### config.mk
export PLATFORM = sky130hd
export DESIGN_NAME = binary_max_heap_priority_queue_top
export DESIGN_NICKNAME = d
export VERILOG_FILES = /design/src/sv/bmh_pkg.sv /design/src/sv/bmh_ram.sv /design/src/sv/bmh_ctrl.sv /design/src/sv/binary_max_heap_priority_queue_top.sv
export SDC_FILE = /design/constraint.sdc
export NUM_CORES = 2
export LEC_CHECK = 0
export ABC_CLOCK_PERIOD_IN_PS = 13350
export BUFFER_PORTS_ARGS = -buffer_cell sky130_fd_sc_hd__clkbuf_2
export CAP_MARGIN = 25
export CORE_MARGIN = 3
export CORE_UTILIZATION = 45
export DETAILED_ROUTE_END_ITERATION = 6
export GPL_TIMING_DRIVEN = 0
export PLACE_DENSITY = 0.6
export SLEW_MARGIN = 10
export SYNTH_ARGS = -nofsm -noshare
export SYNTH_HDL_FRONTEND = slang
export SYNTH_SLANG_ARGS = --single-unit
### constraint.sdc
create_clock -name clk -period 13.35 [get_ports clk]
set_clock_uncertainty 0.15 [all_clocks]
set_input_delay 2.67 -clock clk [delete_from_list [all_inputs] [get_ports clk]]
set_output_delay 2.67 -clock clk [all_outputs]
set_load 0.02 [all_outputs]
### src/sv/bmh_pkg.sv
// ----------------------------------------------------------------------------
// bmh_pkg
// Shared types and codes for the binary max-heap priority queue.
// ----------------------------------------------------------------------------
package bmh_pkg;

    localparam int DATA_W   = 32;
    localparam int COUNT_W  = 7;
    localparam int STATUS_W = 2;

    // command codes
    localparam logic CMD_INSERT = 1'b0;
    localparam logic CMD_DELETE = 1'b1;

    // status codes
    localparam logic [STATUS_W-1:0] ST_DONE  = 2'd0;
    localparam logic [STATUS_W-1:0] ST_FULL  = 2'd1;
    localparam logic [STATUS_W-1:0] ST_EMPTY = 2'd2;

    typedef struct packed {
        logic                     command;
        logic signed [DATA_W-1:0] value;
    } cmd_t;

    typedef struct packed {
        logic signed [DATA_W-1:0] removed_value;
        logic signed [DATA_W-1:0] top_value;
        logic                     top_valid;
        logic [COUNT_W-1:0]       count;
        logic [STATUS_W-1:0]      status;
    } res_t;

endpackage

### src/sv/bmh_ram.sv
// ----------------------------------------------------------------------------
// bmh_ram
// Generic single-clock RAM: one write port, one read port, registered read.
// ----------------------------------------------------------------------------
module bmh_ram #(
    parameter int WIDTH = 32,
    parameter int DEPTH = 64
) (
    input  logic                     clk,
    input  logic                     wr_en,
    input  logic [$clog2(DEPTH)-1:0] wr_addr,
    input  logic [WIDTH-1:0]         wr_data,
    input  logic                     rd_en,
    input  logic [$clog2(DEPTH)-1:0] rd_addr,
    output logic [WIDTH-1:0]         rd_data
);

    logic [WIDTH-1:0] mem [DEPTH];

    always_ff @(posedge clk)
    begin
        if (wr_en)
        begin
            mem[wr_addr] <= wr_data;
        end
    end

    always_ff @(posedge clk)
    begin
        if (rd_en)
        begin
            rd_data <= mem[rd_addr];
        end
    end

endmodule

### src/sv/bmh_ctrl.sv
// ----------------------------------------------------------------------------
// bmh_ctrl
// Heap sequencer: sift-up for insert, sift-down for delete, at most one RAM access
// per cycle. The moving entry is held in a register (hole method) and written
// once at its final slot; the root is mirrored in a register.
// ----------------------------------------------------------------------------
module bmh_ctrl #(
    parameter int CAPACITY = 64
) (
    input  logic                              clk,
    input  logic                              rst_n,
    input  logic                              start,
    input  bmh_pkg::cmd_t                     cmd,
    output logic                              busy,
    output logic                              fin_valid,
    input  logic                              fin_ready,
    output bmh_pkg::res_t                     fin,
    output logic                              rd_en,
    output logic [$clog2(CAPACITY)-1:0]       rd_addr,
    input  logic [bmh_pkg::DATA_W-1:0]        rd_data,
    output logic                              wr_en,
    output logic [$clog2(CAPACITY)-1:0]       wr_addr,
    output logic [bmh_pkg::DATA_W-1:0]        wr_data
);

    import bmh_pkg::*;

    localparam int AW = $clog2(CAPACITY);
    localparam int CW = $clog2(CAPACITY + 1);

    typedef enum logic [7:0] {
        S_IDLE   = 8'b0000_0001,
        S_UP     = 8'b0000_0010,
        S_UP_CMP = 8'b0000_0100,
        S_LAST   = 8'b0000_1000,
        S_DN     = 8'b0001_0000,
        S_DN_R   = 8'b0010_0000,
        S_DN_CMP = 8'b0100_0000,
        S_DONE   = 8'b1000_0000
    } state_t;

    state_t                    state_reg, state_next;
    logic [CW-1:0]             cnt_reg, cnt_next;
    logic [CW-1:0]             pos_reg, pos_next;
    logic signed [DATA_W-1:0]  val_reg, val_next;
    logic signed [DATA_W-1:0]  left_reg, left_next;
    logic                      right_ok_reg, right_ok_next;
    logic signed [DATA_W-1:0]  removed_reg, removed_next;
    logic [STATUS_W-1:0]       status_reg, status_next;
    logic signed [DATA_W-1:0]  root_reg, root_next;

    logic [CW:0]               left_pos;
    logic [CW:0]               right_pos;
    logic [CW:0]               cnt_ext;
    logic [CW-1:0]             parent_pos;
    logic signed [DATA_W-1:0]  child_val;
    logic [CW-1:0]             child_pos;
    logic                      pick_right;

    assign left_pos   = {pos_reg, 1'b0};
    assign right_pos  = {pos_reg, 1'b1};
    assign cnt_ext    = {1'b0, cnt_reg};
    assign parent_pos = pos_reg >> 1;

    // in S_DN_CMP rd_data holds the right child when one was read
    assign pick_right = right_ok_reg && ($signed(rd_data) > left_reg);
    assign child_val  = pick_right ? $signed(rd_data) : left_reg;
    assign child_pos  = pick_right ? CW'(right_pos) : CW'(left_pos);

    always_comb
    begin
        state_next    = state_reg;
        cnt_next      = cnt_reg;
        pos_next      = pos_reg;
        val_next      = val_reg;
        left_next     = left_reg;
        right_ok_next = right_ok_reg;
        removed_next  = removed_reg;
        status_next   = status_reg;
        root_next     = root_reg;
        rd_en         = 1'b0;
        rd_addr       = '0;
        wr_en         = 1'b0;
        wr_addr       = '0;
        wr_data       = '0;

        unique case (state_reg)
            S_IDLE:
            begin
                if (start)
                begin
                    removed_next = '0;
                    status_next  = ST_DONE;
                    if (cmd.command == CMD_INSERT)
                    begin
                        if (cnt_reg == CW'(CAPACITY))
                        begin
                            status_next = ST_FULL;
                            state_next  = S_DONE;
                        end
                        else
                        begin
                            cnt_next   = cnt_reg + 1'b1;
                            pos_next   = cnt_reg + 1'b1;
                            val_next   = cmd.value;
                            state_next = S_UP;
                        end
                    end
                    else
                    begin
                        if (cnt_reg == '0)
                        begin
                            status_next = ST_EMPTY;
                            state_next  = S_DONE;
                        end
                        else
                        begin
                            // fetch the last entry; it is sifted down from the root
                            removed_next = root_reg;
                            cnt_next     = cnt_reg - 1'b1;
                            pos_next     = CW'(1);
                            rd_en        = 1'b1;
                            rd_addr      = AW'(cnt_reg - 1'b1);
                            state_next   = S_LAST;
                        end
                    end
                end
            end

            S_UP:
            begin
                if (pos_reg == CW'(1))
                begin
                    wr_en      = 1'b1;
                    wr_addr    = '0;
                    wr_data    = val_reg;
                    state_next = S_DONE;
                end
                else
                begin
                    rd_en      = 1'b1;
                    rd_addr    = AW'(parent_pos - 1'b1);
                    state_next = S_UP_CMP;
                end
            end

            S_UP_CMP:
            begin
                wr_en   = 1'b1;
                wr_addr = AW'(pos_reg - 1'b1);
                if (val_reg > $signed(rd_data))
                begin
                    // parent moves down into the hole
                    wr_data    = rd_data;
                    pos_next   = parent_pos;
                    state_next = S_UP;
                end
                else
                begin
                    wr_data    = val_reg;
                    state_next = S_DONE;
                end
            end

            S_LAST:
            begin
                val_next   = $signed(rd_data);
                state_next = S_DN;
            end

            S_DN:
            begin
                if (left_pos > cnt_ext)
                begin
                    wr_en      = 1'b1;
                    wr_addr    = AW'(pos_reg - 1'b1);
                    wr_data    = val_reg;
                    state_next = S_DONE;
                end
                else
                begin
                    rd_en      = 1'b1;
                    rd_addr    = AW'(left_pos - 1'b1);
                    state_next = S_DN_R;
                end
            end

            S_DN_R:
            begin
                left_next     = $signed(rd_data);
                right_ok_next = (right_pos <= cnt_ext);
                if (right_pos <= cnt_ext)
                begin
                    rd_en   = 1'b1;
                    rd_addr = AW'(right_pos - 1'b1);
                end
                state_next = S_DN_CMP;
            end

            S_DN_CMP:
            begin
                wr_en   = 1'b1;
                wr_addr = AW'(pos_reg - 1'b1);
                if (child_val > val_reg)
                begin
                    // larger child moves up into the hole
                    wr_data    = child_val;
                    pos_next   = child_pos;
                    state_next = S_DN;
                end
                else
                begin
                    wr_data    = val_reg;
                    state_next = S_DONE;
                end
            end

            S_DONE:
            begin
                if (fin_ready)
                begin
                    state_next = S_IDLE;
                end
            end

            default:
            begin
                state_next = S_IDLE;
            end
        endcase

        // keep the root mirror in step with slot 1
        if (wr_en && (wr_addr == '0))
        begin
            root_next = $signed(wr_data);
        end
    end

    always_ff @(posedge clk or negedge rst_n)
    begin
        if (!rst_n)
        begin
            state_reg <= S_IDLE;
            cnt_reg   <= '0;
        end
        else
        begin
            state_reg <= state_next;
            cnt_reg   <= cnt_next;
        end
    end

    always_ff @(posedge clk)
    begin
        pos_reg      <= pos_next;
        val_reg      <= val_next;
        left_reg     <= left_next;
        right_ok_reg <= right_ok_next;
        removed_reg  <= removed_next;
        status_reg   <= status_next;
        root_reg     <= root_next;
    end

    assign busy      = (state_reg != S_IDLE);
    assign fin_valid = (state_reg == S_DONE);

    always_comb
    begin
        fin.removed_value = removed_reg;
        fin.top_value     = (cnt_reg != '0) ? root_reg : '0;
        fin.top_valid     = (cnt_reg != '0);
        fin.count         = COUNT_W'(cnt_reg);
        fin.status        = status_reg;
    end

endmodule

### src/sv/binary_max_heap_priority_queue_top.sv
// ----------------------------------------------------------------------------
// binary_max_heap_priority_queue_top
// Max-priority queue on a binary heap held in one synchronous RAM.
//
//   channel  valid      stall      payload  contents
//   command  cmd_valid  cmd_stall  cmd      command, value
//   result   res_valid  res_stall  res      removed/top value, count, status
//
// One command at a time, one result each.
// Insert: sift-up; per level, read the parent, then compare and write the hole.
// Delete: read the last entry, then sift-down; per level, read left, read right,
// compare/write; paced by the single RAM read port. Refused: straight to done.
// Reset clears control state and the count; heap RAM contents need no clearing.
// A command can transfer while the previous result waits; a stalled result holds the
// sequencer in its final state.
// ----------------------------------------------------------------------------
module binary_max_heap_priority_queue_top #(
    parameter int CAPACITY = 64
) (
    input  logic          clk,
    input  logic          rst_n,
    input  logic          cmd_valid,
    output logic          cmd_stall,
    input  bmh_pkg::cmd_t cmd,
    output logic          res_valid,
    input  logic          res_stall,
    output bmh_pkg::res_t res
);

    import bmh_pkg::*;

    localparam int AW = $clog2(CAPACITY);

    logic              start;
    logic              busy;
    logic              fin_valid;
    logic              fin_ready;
    res_t              fin;
    logic              rd_en;
    logic [AW-1:0]     rd_addr;
    logic [DATA_W-1:0] rd_data;
    logic              wr_en;
    logic [AW-1:0]     wr_addr;
    logic [DATA_W-1:0] wr_data;

    logic              res_valid_reg;
    res_t              res_reg;

    assign cmd_stall = busy;
    assign start     = cmd_valid && !busy;
    assign fin_ready = !res_valid_reg || !res_stall;

    bmh_ctrl #(
        .CAPACITY (CAPACITY)
    ) u_ctrl (
        .clk       (clk),
        .rst_n     (rst_n),
        .start     (start),
        .cmd       (cmd),
        .busy      (busy),
        .fin_valid (fin_valid),
        .fin_ready (fin_ready),
        .fin       (fin),
        .rd_en     (rd_en),
        .rd_addr   (rd_addr),
        .rd_data   (rd_data),
        .wr_en     (wr_en),
        .wr_addr   (wr_addr),
        .wr_data   (wr_data)
    );

    bmh_ram #(
        .WIDTH (DATA_W),
        .DEPTH (CAPACITY)
    ) u_heap_ram (
        .clk     (clk),
        .wr_en   (wr_en),
        .wr_addr (wr_addr),
        .wr_data (wr_data),
        .rd_en   (rd_en),
        .rd_addr (rd_addr),
        .rd_data (rd_data)
    );

    // output register
    always_ff @(posedge clk or negedge rst_n)
    begin
        if (!rst_n)
        begin
            res_valid_reg <= 1'b0;
        end
        else if (fin_valid && fin_ready)
        begin
            res_valid_reg <= 1'b1;
        end
        else if (!res_stall)
        begin
            res_valid_reg <= 1'b0;
        end
    end

    always_ff @(posedge clk)
    begin
        if (fin_valid && fin_ready)
        begin
            res_reg <= fin;
        end
    end

    assign res_valid = res_valid_reg;
    assign res       = res_reg;

    // an accepted command always occupies the sequencer in the next cycle
    a_busy_after_accept: assert property (
        @(posedge clk) disable iff (!rst_n)
        (cmd_valid && !cmd_stall) |=> cmd_stall
    ) else $error("sequencer idle right after a command transfer");

    a_empty_status: assert property (
        @(posedge clk) disable iff (!rst_n)
        (res_valid && (res.status == ST_EMPTY)) |->
            (!res.top_valid && (res.removed_value == '0))
    ) else $error("delete on empty reported data");

    a_full_status: assert property (
        @(posedge clk) disable iff (!rst_n)
        (res_valid && (res.status == ST_FULL)) |-> res.top_valid
    ) else $error("full insert refusal with empty heap");

    // a new result is only loaded when the output register is free
    a_no_overwrite: assert property (
        @(posedge clk) disable iff (!rst_n)
        (res_valid && res_stall) |=> $stable(res)
    ) else $error("stalled result overwritten");

endmodule
* After elaboration in Yosys (flattened, before gate mapping)
Memory sizes are Yosys's and may differ from the RTL's. A register that Yosys moved wholly into a read port is not among the register bits.
Cells that the tools add are included.
Widths: inputs -> output; s select.
** Word-level totals
- Memory bits (writable) :: 2048
- Input bits :: 37
- Output and inout port bits :: 76
- Register bits after elaboration :: 228
- Logic and storage cells :: 126
- Memories :: 1
** Cells by class
- Multiplexer cells :: 56
- Eq/ne operators :: 22
- Add/subtract/negate cells :: 6
- Reductions and logical operators :: 20
- Bitwise operators :: 1
- $lt $le $gt $ge :: 5
** Memory list
- u_heap_ram.mem :: depth 64, width 32, read ports 1, clocked after Yosys merged registers in 1, write ports 1, line bmh_ram.sv:18 : logic [WIDTH-1:0] mem [DEPTH];
** Operators by type and width (count)
- $mux 32 :: 8
- $pmux 32 s4 :: 1
- $gt 32x32->1 :: 3
- $mux 8 :: 9
- $pmux 32 s2 :: 1
- $pmux 8 s8 :: 1
- $mux 7 :: 8
- $mux 6 :: 7
- $pmux 6 s4 :: 1
- $sub 6x1->6 const B :: 4
- $pmux 7 s3 :: 1
- $mux 1 :: 14
- $pmux 6 s2 :: 1
- $ne 2x2->1 const B :: 5
- $eq 8x1->1 const B :: 1
- $eq 8x2->1 const B :: 1
- $eq 8x3->1 const B :: 1
- $eq 8x4->1 const B :: 1
- $eq 8x5->1 const B :: 1
- $eq 8x6->1 const B :: 1
- $eq 8x7->1 const B :: 1
- $eq 8x8->1 const B :: 1
- $gt 8x7->1 :: 1
- $le 8x7->1 :: 1
- other kinds (23) :: 36

* Depth between registers and ports, before layout
- Depth after elaboration :: 6
- Gate-level depth with buffers :: 26
- Depth with buffers taken out :: 22

* Hierarchy
Synthesis repeated with hierarchy kept, for this count alone.
** Unflattened totals
- Cells, all modules :: 4407
- Area, all modules :: 91118.6 µm²
** By module, submodules not included
- bmh_ram :: area an instance 78833.1 µm², times used 1, cells an instance 3324, seq. area each 62459.9 µm²
- bmh_ctrl :: area an instance 10009.6 µm², times used 1, cells an instance 1004, seq. area each 4520.6 µm²
- binary_max_heap_priority_queue_top :: area an instance 2275.9 µm², times used 1, cells an instance 79, seq. area each 2247.2 µm²

* Worst setup path before layout
Ideal clock, no wire load.
- Path kind :: input-to-reg
- Start :: in res_stall
- End :: reg res_reg (netlist bit res[0]) (enable)
- Buffers on the path :: 0
- Path slack :: 6392 ps
- Data required time :: 12669 ps
- Library setup time :: 531 ps
- Stages :: 1
- Arrival time :: 6278 ps
- Path through :: a21oi_1
** Between the ends
- Word-level cells in the longest chain between the ends :: 3
** RTL lines
- from (decl) :: line binary_max_heap_priority_queue_top.sv:26 : input logic res_stall,
- $logic_not 1->1
- $logic_or 1x1->1 :: line binary_max_heap_priority_queue_top.sv:51 : assign fin_ready = !res_valid_reg || !res_stall;
- $logic_and 1x1->1 :: line binary_max_heap_priority_queue_top.sv:104 : if (fin_valid && fin_ready)
- to (signal assigned) :: line binary_max_heap_priority_queue_top.sv:106 : res_reg <= fin;
- to (decl) :: line binary_max_heap_priority_queue_top.sv:47 : res_t res_reg;
No other way between the ends.
A chain may end at the register's enable or synchronous reset.

* Final worst setup path
- Start :: reg u_heap_ram.rd_data[31], read port of u_heap_ram.mem
- End :: mem u_heap_ram.mem[47][6] (data pin)
** Between the ends
- Word-level cells in the longest chain between the ends :: 6
- Elaborated cells between the ends (all ways) :: 8
- Those cells by class :: 3 x order compare; 4 x mux; 1 x reduce/logical
** RTL lines
- from (decl) :: line bmh_ram.sv:15 : output logic [WIDTH-1:0] rd_data
- $gt 32x32->1 :: line bmh_ctrl.sv:66 : assign pick_right = right_ok_reg && ($signed(rd_data) > left_reg);
- $logic_and 1x1->1 :: line bmh_ctrl.sv:66
- $mux 32 :: line bmh_ctrl.sv:67 : assign child_val = pick_right ? $signed(rd_data) : left_reg;
- $gt 32x32->1 :: line bmh_ctrl.sv:204 : if (child_val > val_reg)
- $mux 32 :: line bmh_ctrl.sv:204
- $pmux 32 s4 * :: line bmh_ctrl.sv:87 : unique case (state_reg)
- net u_ctrl.wr_data (one bit) :: line bmh_ctrl.sv:23 : output logic [bmh_pkg::DATA_W-1:0] wr_data
- to (decl) :: line bmh_ram.sv:18
The timed path passes the listed nets; every way through them passes the cells marked *.

==> flow_metrics.env <==
export IMPL_area_share_of_the_largest_cell_type_after_synthesis_pct=73.2
export IMPL_critPathMaxFanout=35
export IMPL_ant_nets=0
export IMPL_synth_main_ff_cell="sky130_fd_sc_hd__edfxtp_1"
export IMPL_die_area_um2=214000
export IMPL_worstHoldPathCells=0
export IMPL_hp_class="flip-flop to flip-flop"
export IMPL_nFillCells=17000
export IMPL_finalSetupTns_ns=0
export IMPL_cts_root_to_sink_buffers=3
export IMPL_core_footprint_um2=207000
export IMPL_cts_root_buffer="sky130_fd_sc_hd__clkbuf_16"
export IMPL_start_of_the_worst_register_to_register_path="u_heap_ram.rd_data[31]"
export IMPL_register_area_um2=69200
export IMPL_list_of_cells_traversed_by_the_critical_path="ha_1, nand4_1, or3_1, nor2_1, nand2_1, a21oi_1, a211oi_1, mux2i_1, clkbuf_1, buf_1, nand2_1, o21ai_0, ha_1, nand4_1, or2_2, nor3_1, o31a_1, o21ai_0, a22oi_1, o221ai_1, clkbuf_1, a22oi_1, nand2_4, buf_12"
export IMPL_postSynthCellCount=6284
export IMPL_drive_gt1_share_pct=16.9
export IMPL_worst_setup_path_start_kind="flip-flop"
export IMPL_synth_top_cells_by_count="sky130_fd_sc_hd__edfxtp_1 (2,292), sky130_fd_sc_hd__nand2_1 (1,131), sky130_fd_sc_hd__nand3_1 (666)"
export IMPL_cpLargestDelayFamily="simple AND/OR/NAND/NOR gates"
export IMPL_synth_most_common_cell="sky130_fd_sc_hd__edfxtp_1"
export IMPL_finalPower_mw=22.7
export IMPL_avgSynthCellArea_um2=15.0
export IMPL_timing_max_slew_rel_slack_pct=8.96
export IMPL_failed_checks="design-rule violations"
export IMPL_tritoncts_clock_tree="done"
export IMPL_wl_um=342000
export IMPL_pin_count_of_the_biggest_net_entering_global_routing=66
export IMPL_mappedNetlistArea_um2=94000
export IMPL_postSynthNetCount=6430
export IMPL_cts_buffers=227
export IMPL_fin_crit_sh_pct=64.5
export IMPL_boundaryPins=113
export IMPL_peak_supply_drop_mv=0.196
export IMPL_synth_seq_area_share_pct=73.6
export IMPL_die_width_um=463
export IMPL_holdBufCountCts=0
export IMPL_grt_antenna_before_repair=25
export IMPL_synth_top_cells_by_area="sky130_fd_sc_hd__edfxtp_1 (73%), sky130_fd_sc_hd__mux4_2 (4.5%), sky130_fd_sc_hd__nand2_1 (4.5%)"
export IMPL_multiInputGateArea_um2=23200
export IMPL_crit_path_top_delay_cell="sky130_fd_sc_hd__buf_1"
export IMPL_synth_warnings=0
export IMPL_placement_io_buffers=112
export IMPL_cp_slowest_stage_delay_ns=0.59
export IMPL_max_freq_mhz=116
export IMPL_design_area_um2=109000
export IMPL_routedWlPerCell_um=35.0
export IMPL_dp_cells=9332
export IMPL_static_leakage_power_nw=36.4
export IMPL_ff2ff_setup_slack_ns=4.73
export IMPL_initialDrtViolationCount=10800
export IMPL_holdCritStartpoint="u_ctrl.removed_reg[28]"
export IMPL_hold_path_end="res[70]"
export IMPL_post_cts_setup_buffer_count=0
export IMPL_min_period_ns=8.62
export IMPL_critPathLaunch="u_heap_ram.rd_data[31]"
export IMPL_finalHoldViolations=0
export IMPL_required_ns=13.77
export IMPL_clock_net_sink_count=2308
export IMPL_setup_violations=0
export IMPL_ctsHtreeMaxLevel=4
export IMPL_synth_seq_cells=2308
export IMPL_routed_via_density=6.36
export IMPL_cts_resized_gates=0
export IMPL_worst_setup_path_type="flip-flop to flip-flop"
export IMPL_critical_path_endpoint_type="flip-flop"
export IMPL_r2r_worst_path_depth=24
export IMPL_cp_data_arrival_time_ns=9.03
export IMPL_post_dp_hpwl_um=237000
export IMPL_grt_setup_unrepaired="no"
export IMPL_global_route_overflow_total=0
export IMPL_first_global_vias=58000
export IMPL_synth_enable_flop_cells=2292
export IMPL_gp_congestion=1.01
export IMPL_initial_core_util_pct=45.3
export IMPL_tightestPinTransition_ns=1.37
export IMPL_design_final_nets=6931
export IMPL_die_h_um=463
export IMPL_grt_first_pass_wirelength_um=466000
export IMPL_stdcell_count=9769
export IMPL_power_density_cell_area_nw_per_um2=207
export IMPL_routed_via_count=62200
export IMPL_drv_slew=0
export IMPL_path_clk_slew_ns=0.06
export IMPL_largest_reg_flops=2048
export IMPL_synth_cell_types=87
export IMPL_status="finished with violations"
export IMPL_library_cell_occupying_the_most_area_in_the_post_synthesis_netlist="sky130_fd_sc_hd__edfxtp_1"
export IMPL_drc=2
export IMPL_grt_usage_pct=31.2
export IMPL_r2r_end="u_heap_ram.mem[47][6]"
export IMPL_timing_max_cap_violations=0
export IMPL_worst_path_buf_inv=4
export IMPL_dpl_instance_area_um2=102000
export IMPL_ys_async_sr_fraction_pct=0.693
export IMPL_rows=167
export IMPL_worst_skew_pair_late_latency_ns=0.91
export IMPL_drt_first_pass_iters=7
export IMPL_areaGrowthSynthToFinish_pct=16.3
power breakdown:
group | internal, mW | total (mW) | switching, mW
logic | 2.07 | 7.68 | 5.61
registers | 8.35 | 8.57 | 0.216
clock network | 3.60 | 6.42 | 2.81
total | 14.0 | 22.7 | 8.64
area by class of cell:
class                      count  share of cell area, %
tap                         2788                   3.19
clock inverter               136                   1.26
antenna                        6                 0.0137
sequential                  2308                   63.3
inverter                     133                  0.457
buffer                       389                   1.75
timing repair buffer         272                   3.33
clock buffer                 283                   5.45
multi-input combinational   3454                   21.2
per-layer routing:
metal	track usage, %	vias up	part of all wire, %
met3	10.5	983	14
li1	-	25200	-
met2	45.8	4704	43
met5	0	-	0.034
met1	40.9	31300	36
met4	17.5	16	6.8
stage by stage:
step           utilization (%)  hold WS, ns  setup WS, ns
2_1_floorplan                -        0.250          6.39
3_3_place_gp              47.3        0.255          2.94
3_5_place_dp              49.1        0.255          4.54
4_1_cts                   52.6        0.271          4.81
5_1_grt                   52.7        0.275          4.55
6_report                  52.7        0.269          4.73
worst max-delay path by stage:
stage,endpoint,slack (ns),depth (start not counted)
2_1_floorplan,res[0],6.39,1
3_3_place_gp,u_heap_ram.mem[41][6],2.94,23
3_5_place_dp,u_heap_ram.rd_data[1],4.54,14
4_1_cts,u_heap_ram.mem[47][6],4.81,24
5_1_grt,u_heap_ram.mem[47][6],4.55,24
6_report,u_heap_ram.mem[47][6],4.73,24
cells by family (layout without fill, tap and decap cells):
family          after synthesis  count (layout)  synth area share (%)
fa+ha+maj                   109             109                  1.45
flops                      2308            2308                  73.6
xor+xnor                     22              22                 0.205
simple gates               2338            2338                  11.5
buf+inv                     522            1213                  2.56
compound gates              686             686                  4.94
mux                         299             299                  5.74
other cells                   0               6                     0
placed cells by master (no fill, tap or decap), types with 31 or more instances in the layout:
cell type	instances
sky130_fd_sc_hd__edfxtp_1	2292
sky130_fd_sc_hd__nand2_1	1098
sky130_fd_sc_hd__nand3_1	666
sky130_fd_sc_hd__clkbuf_16	229
sky130_fd_sc_hd__mux4_2	189
sky130_fd_sc_hd__clkbuf_1	186
sky130_fd_sc_hd__buf_2	172
sky130_fd_sc_hd__a21oi_1	158
sky130_fd_sc_hd__and3_1	149
sky130_fd_sc_hd__a31oi_1	134
sky130_fd_sc_hd__inv_1	127
sky130_fd_sc_hd__clkbuf_2	115
sky130_fd_sc_hd__ha_1	109
sky130_fd_sc_hd__mux2i_1	77
sky130_fd_sc_hd__o21ai_0	74
sky130_fd_sc_hd__nor2_1	70
sky130_fd_sc_hd__a211oi_1	69
sky130_fd_sc_hd__nor2_4	65
sky130_fd_sc_hd__buf_12	64
sky130_fd_sc_hd__clkinv_1	61
sky130_fd_sc_hd__nand4_1	57
sky130_fd_sc_hd__a22oi_1	53
sky130_fd_sc_hd__buf_4	49
sky130_fd_sc_hd__buf_16	49
sky130_fd_sc_hd__nor2b_1	40
sky130_fd_sc_hd__a21o_1	39
sky130_fd_sc_hd__buf_1	38
sky130_fd_sc_hd__mux2_2	33
sky130_fd_sc_hd__nand2_4	32
sky130_fd_sc_hd__clkinv_2	32
sky130_fd_sc_hd__nor4_1	31
worst register-to-register path, stage by stage, from the launching register on:
cell	delay, ns
sky130_fd_sc_hd__edfxtp_1	0.53
sky130_fd_sc_hd__ha_1	0.44
sky130_fd_sc_hd__nand4_1	0.13
sky130_fd_sc_hd__or3_1	0.41
sky130_fd_sc_hd__nor2_1	0.22
sky130_fd_sc_hd__nand2_1	0.13
sky130_fd_sc_hd__a21oi_1	0.24
sky130_fd_sc_hd__a211oi_1	0.10
sky130_fd_sc_hd__mux2i_1	0.24
sky130_fd_sc_hd__clkbuf_1	0.57
sky130_fd_sc_hd__buf_1	0.60
sky130_fd_sc_hd__nand2_1	0.11
sky130_fd_sc_hd__o21ai_0	0.10
sky130_fd_sc_hd__ha_1	0.30
sky130_fd_sc_hd__nand4_1	0.20
sky130_fd_sc_hd__or2_2	0.37
sky130_fd_sc_hd__nor3_1	0.47
sky130_fd_sc_hd__o31a_1	0.24
sky130_fd_sc_hd__o21ai_0	0.08
sky130_fd_sc_hd__a22oi_1	0.44
sky130_fd_sc_hd__o221ai_1	0.52
sky130_fd_sc_hd__clkbuf_1	0.43
sky130_fd_sc_hd__a22oi_1	0.34
sky130_fd_sc_hd__nand2_4	0.44
sky130_fd_sc_hd__buf_12	0.39
Note: power is estimated with default switching activity, not from simulation.
